[config.mk]
export PLATFORM = sky130hd
export DESIGN_NAME = gec_ctrl
export DESIGN_NICKNAME = d
export VERILOG_FILES = /design/src/rtl/gec_pkg.sv /design/src/rtl/gec_ctrl.sv
export SDC_FILE = /design/constraint.sdc
export NUM_CORES = 1
export LEC_CHECK = 0
export BUFFER_PORTS_ARGS = -buffer_cell sky130_fd_sc_hd__buf_2
export CORE_AREA = 5 5 42 44
export DETAILED_ROUTE_END_ITERATION = 7
export DIE_AREA = 0 0 47 49
export PLACE_DENSITY = 0.54
export SLEW_MARGIN = 20
export SYNTH_ARGS = -nofsm -noshare
export SYNTH_HDL_FRONTEND = slang
export SYNTH_SLANG_ARGS = --single-unit
[constraint.sdc]
create_clock -name clk -period 1.6 [get_ports clk]
set_clock_uncertainty 0.05 [all_clocks]
set_input_delay 0.32 -clock clk [delete_from_list [all_inputs] [get_ports clk]]
set_output_delay 0.32 -clock clk [all_outputs]
set_load 0.01 [all_outputs]
[src/rtl/gec_pkg.sv]
// ----------------------------------------------------------------------------
// Greedy element coloring package
// Shared field widths, command and status bundles and the controller states.
// ----------------------------------------------------------------------------
`default_nettype none

package gec_pkg;

  localparam int DOF_W       = 12;
  localparam int DOF_SPAN    = 2 ** DOF_W;
  localparam int ELEM_W      = 16;
  localparam int COLOR_OUT_W = 5;
  localparam int S_TDATA_W   = 16;
  localparam int M_TDATA_W   = 24;
  localparam int M_PAD_W     = M_TDATA_W - ELEM_W - COLOR_OUT_W;
  localparam int M_TUSER_W   = 2;
  localparam int COLOR_LSB   = ELEM_W;
  localparam int USER_NO_FREE = 0;
  localparam int USER_OVF     = 1;

  typedef enum logic [2:0] {
    ST_CLEAR,
    ST_IDLE,
    ST_REDUCE,
    ST_READ,
    ST_GATHER,
    ST_PICK,
    ST_WB
  } gec_state_t;

  typedef struct packed {
    logic clear_en;
    logic load_in;
    logic red_step;
    logic gather_issue;
    logic gather_or;
    logic pick;
  } gec_cmd_t;

  typedef struct packed {
    logic clear_last;
    logic red_done;
    logic last;
    logic out_free;
    logic wb_idle;
  } gec_status_t;

endpackage

`default_nettype wire

[src/rtl/gec_ctrl.sv]
// ----------------------------------------------------------------------------
// Greedy element coloring controller
// Sequences the clearing pass, index reduction, dof gathering, color pick and write-back.
// ----------------------------------------------------------------------------
`default_nettype none

module gec_ctrl import gec_pkg::*; #(
  parameter bit DIRECT_ADDR = 1'b1
) (
  input  logic        clk,
  input  logic        rst,
  input  logic        s_tvalid,
  output logic        s_tready,
  input  gec_status_t st,
  output gec_cmd_t    cmd
);

  gec_state_t state, state_next;

  always_ff @(posedge clk) begin
    if (rst) begin
      state <= ST_CLEAR;
    end else begin
      state <= state_next;
    end
  end

  always_comb begin
    state_next = state;
    cmd        = '0;
    s_tready   = 1'b0;
    unique case (state)
      ST_CLEAR: begin
        cmd.clear_en = 1'b1;
        if (st.clear_last) begin
          state_next = ST_IDLE;
        end
      end
      ST_IDLE: begin
        s_tready = 1'b1;
        if (s_tvalid) begin
          cmd.load_in = 1'b1;
          state_next  = DIRECT_ADDR ? ST_GATHER : ST_REDUCE;
        end
      end
      ST_REDUCE: begin
        if (st.red_done) begin
          state_next = ST_READ;
        end else begin
          cmd.red_step = 1'b1;
        end
      end
      ST_READ: begin
        cmd.gather_issue = 1'b1;
        state_next       = ST_GATHER;
      end
      ST_GATHER: begin
        cmd.gather_or = 1'b1;
        state_next    = st.last ? ST_PICK : ST_IDLE;
      end
      ST_PICK: begin
        if (st.out_free) begin
          cmd.pick   = 1'b1;
          state_next = ST_WB;
        end
      end
      ST_WB: begin
        if (st.wb_idle) begin
          state_next = ST_IDLE;
        end
      end
      default: begin
        state_next = ST_CLEAR;
      end
    endcase
  end

endmodule

`default_nettype wire

==> key figures <==
Die
  – Die width: 47 um
  – Die height: 49 um
  – Initial core utilization: 0.197
  – Placeable Area: 1400 um2
  – Row count: 14
  – IO Pins: 15
  – Die area: 2300 um2

Global route
  – Total gr overflow: 0
  – Initial antenna violation count: 0
  – First-pass GRT wire length: 1080 um
  – GR met3 Demand/Resource: 0.0738
  – Met2 Track Usage GR: 0.0837
  – Most crowded layer after global routing: met2
  – Vias in the first global route: 265
  – Largest net degree at the start of global routing: 15
  – All-Layer GR Usage: 0.0696
  – Grt met1 use: 0.0722

Timing
  – Worst-Margin Slew: 0.315 ns
  – Fin. Hold Viols: 0
  – RSZ-0062 raised after global routing: true
  – Count of final setup violators: 0
  – F_max: 675 MHz
  – Period utilisation layout: 0.926
  – Relative slew slack: 0.788
  – Min cycle time layout: 1.48 ns
  – Final Max Slew Viols: 0

Critical path
  – Crit Path Class: reg -> out
  – Worst Setup End Kind: output port
  – Req. time, crit path: 1.23 ns
  – Startpoint types: flop
  – Worst Path Max Fanout: 7
  – Reg2reg path depth: 4
  – Worst Path Arrival: 1.11 ns

Synth
  – Warnings from Yosys: 0
  – Syn_nets: 41
  – Sequential area share after synthesis: 0.217
  – Number of enable flip-flop cells after synthesis: 0
  – Synth cell types: 25
  – Async S/R FF share, synth: 0
  – Gate Count Post-Synth: 33
  – Synthesized flop and latch total: 3
  – Synth area leaders: dfxtp_1 (22%), a21oi_1 (5.4%), nor3_1 (5.4%)
  – Yosys top cell by area: dfxtp_1
  – Commonest cells post-synth: a21oi_1 (3), dfxtp_1 (3), nor3_1 (3)
  – Top_reg_cell synth: dfxtp_1
  – Cell area after synthesis: 277 um2
  – Syn avg cell area: 8.38 um2
  – Synth top area share: 0.217

Worst hold path
  – Hold Crit Class: in -> reg
  – Hold path depth: 2

Power
  – Reported leakage power: 0.190 nW
  – Pwr dens: 752 nW/um2
  – Pwr Total: 309 uW
  – Peak VDD IR: 317 uV

Place
  – Dpl cells: 63
  – PortBufs: 14
  – Gpl congestion: 0.749
  – HPWL Detailed: 564 um

Cells and area
  – Multi-input gate area: 200 um2
  – Max reg flops: 3
  – FF/Latch Area: 67.6 um2
  – NumNets Final: 60
  – Biggest register: state
  – Area Overhead vs Synth: 48.4%
  – Largest regs: state x3
  – Share of post-route cells with drive strength above 1: 0.588
  – Final antenna diode count: 0
  – Final cell count without fillers: 67
  – Fillers: 162

CTS
  – Clk_lat worst skew: 0.23 ns
  – CTS Sinks: 3
  – CTS Hold Bufs: 0
  – H-Tree Depth: 1
  – Worst-path clk slew: 0.04 ns
  – Num CTS Buffers: 3
  – CTS Root Cell: clkbuf_4
  – Clock Path Buffers: 2
  – CTS tree: yes

Run
  – Max cap viols: 0

Detailed routing
  – Final WL: 721 um
  – 1st-pass router iterations: 3
  – WL/cell: 10.8 um
  – Via density: 4.69
  – DRT iter0 DRCs: 3
  – Post-route ant nets: 0
  – Vias post-DR: 314
  – Drc violations: 0

Status
  – Status: finished, final reports clean
## area by class of cell
| type | instances | area share |
|---|---|---|
| multi-input cells | 26 | 0.488 |
| repair buffers | 17 | 0.226 |
| flip-flops and latches | 3 | 0.165 |
| clock buffers | 4 | 0.0640 |
| well taps | 16 | 0.0488 |
| inverters | 1 | 0.00915 |
## layout by cell type, fill, tap and decap left out, drive strengths merged, types with 2 or more instances in the layout
cell / instances
a21oi: 3
and3: 2
nor2: 2
buf: 17
dfxtp: 3
clkbuf: 4
nand2: 2
nor3: 3
## per-stage QoR
step	setup slack [ns]	utilization	hold WS (ns)	area, um2	setup TNS (ns)
after floorplan	0.134	-	0.336	277	0
after global placement	0.203	0.261	0.496	365	0
after detailed placement	0.186	0.261	0.485	365	0
after CTS	0.0523	0.281	0.231	394	0
after global routing	-0.00489	0.293	0.217	410	-0.00489
final	0.118	0.293	0.238	410	0
## worst paths after layout
path                    to      from  slack [ns]
hold / removal    state[2]       rst        0.24
setup reg to reg  state[2]  state[0]        0.31
setup / recovery    cmd[4]  state[0]        0.12
hold reg to reg   state[2]  state[2]        0.53
## metal layers
| metal | wire, um | part of all wire | vias to the layer above |
|---|---|---|---|
| li1 | - | - | 166 |
| met1 | 295 | 0.41 | 138 |
| met2 | 323 | 0.45 | 10 |
| met3 | 103 | 0.14 | 0 |
| met4 | 0 | 0 | 0 |
| met5 | 0 | 0 | - |
## critical path, stage by stage, from the launching register on
cell,delay [ns]
dfxtp_1,0.32
buf_4,0.14
nor3b_2,0.17
and2_1,0.14
buf_2,0.12
## timing repair
action | 4_1_cts | 5_1_grt
gates resized for setup | 2 | 4
setup buffers | 0 | 0
pin swaps | 0 | 0
endpoints found under the setup margin | 3 | 3
## kinds of logic (layout without fill, tap and decap cells)
group	Yosys count	after routing	synth area share
AND/OR/NAND/NOR	16	16	0.367
buffers and inverters	4	22	0.0995
flip-flops	3	3	0.217
AO/OA/AOI/OAI	10	10	0.317
## power by group
part / total, mW / switching, mW / internal (mW)
clock network: 0.132 / 0.0387 / 0.0934
logic: 0.0899 / 0.0460 / 0.0439
registers: 0.0865 / 0.00839 / 0.0782
total: 0.309 / 0.0931 / 0.215
Power figures use the tool's default switching activity.
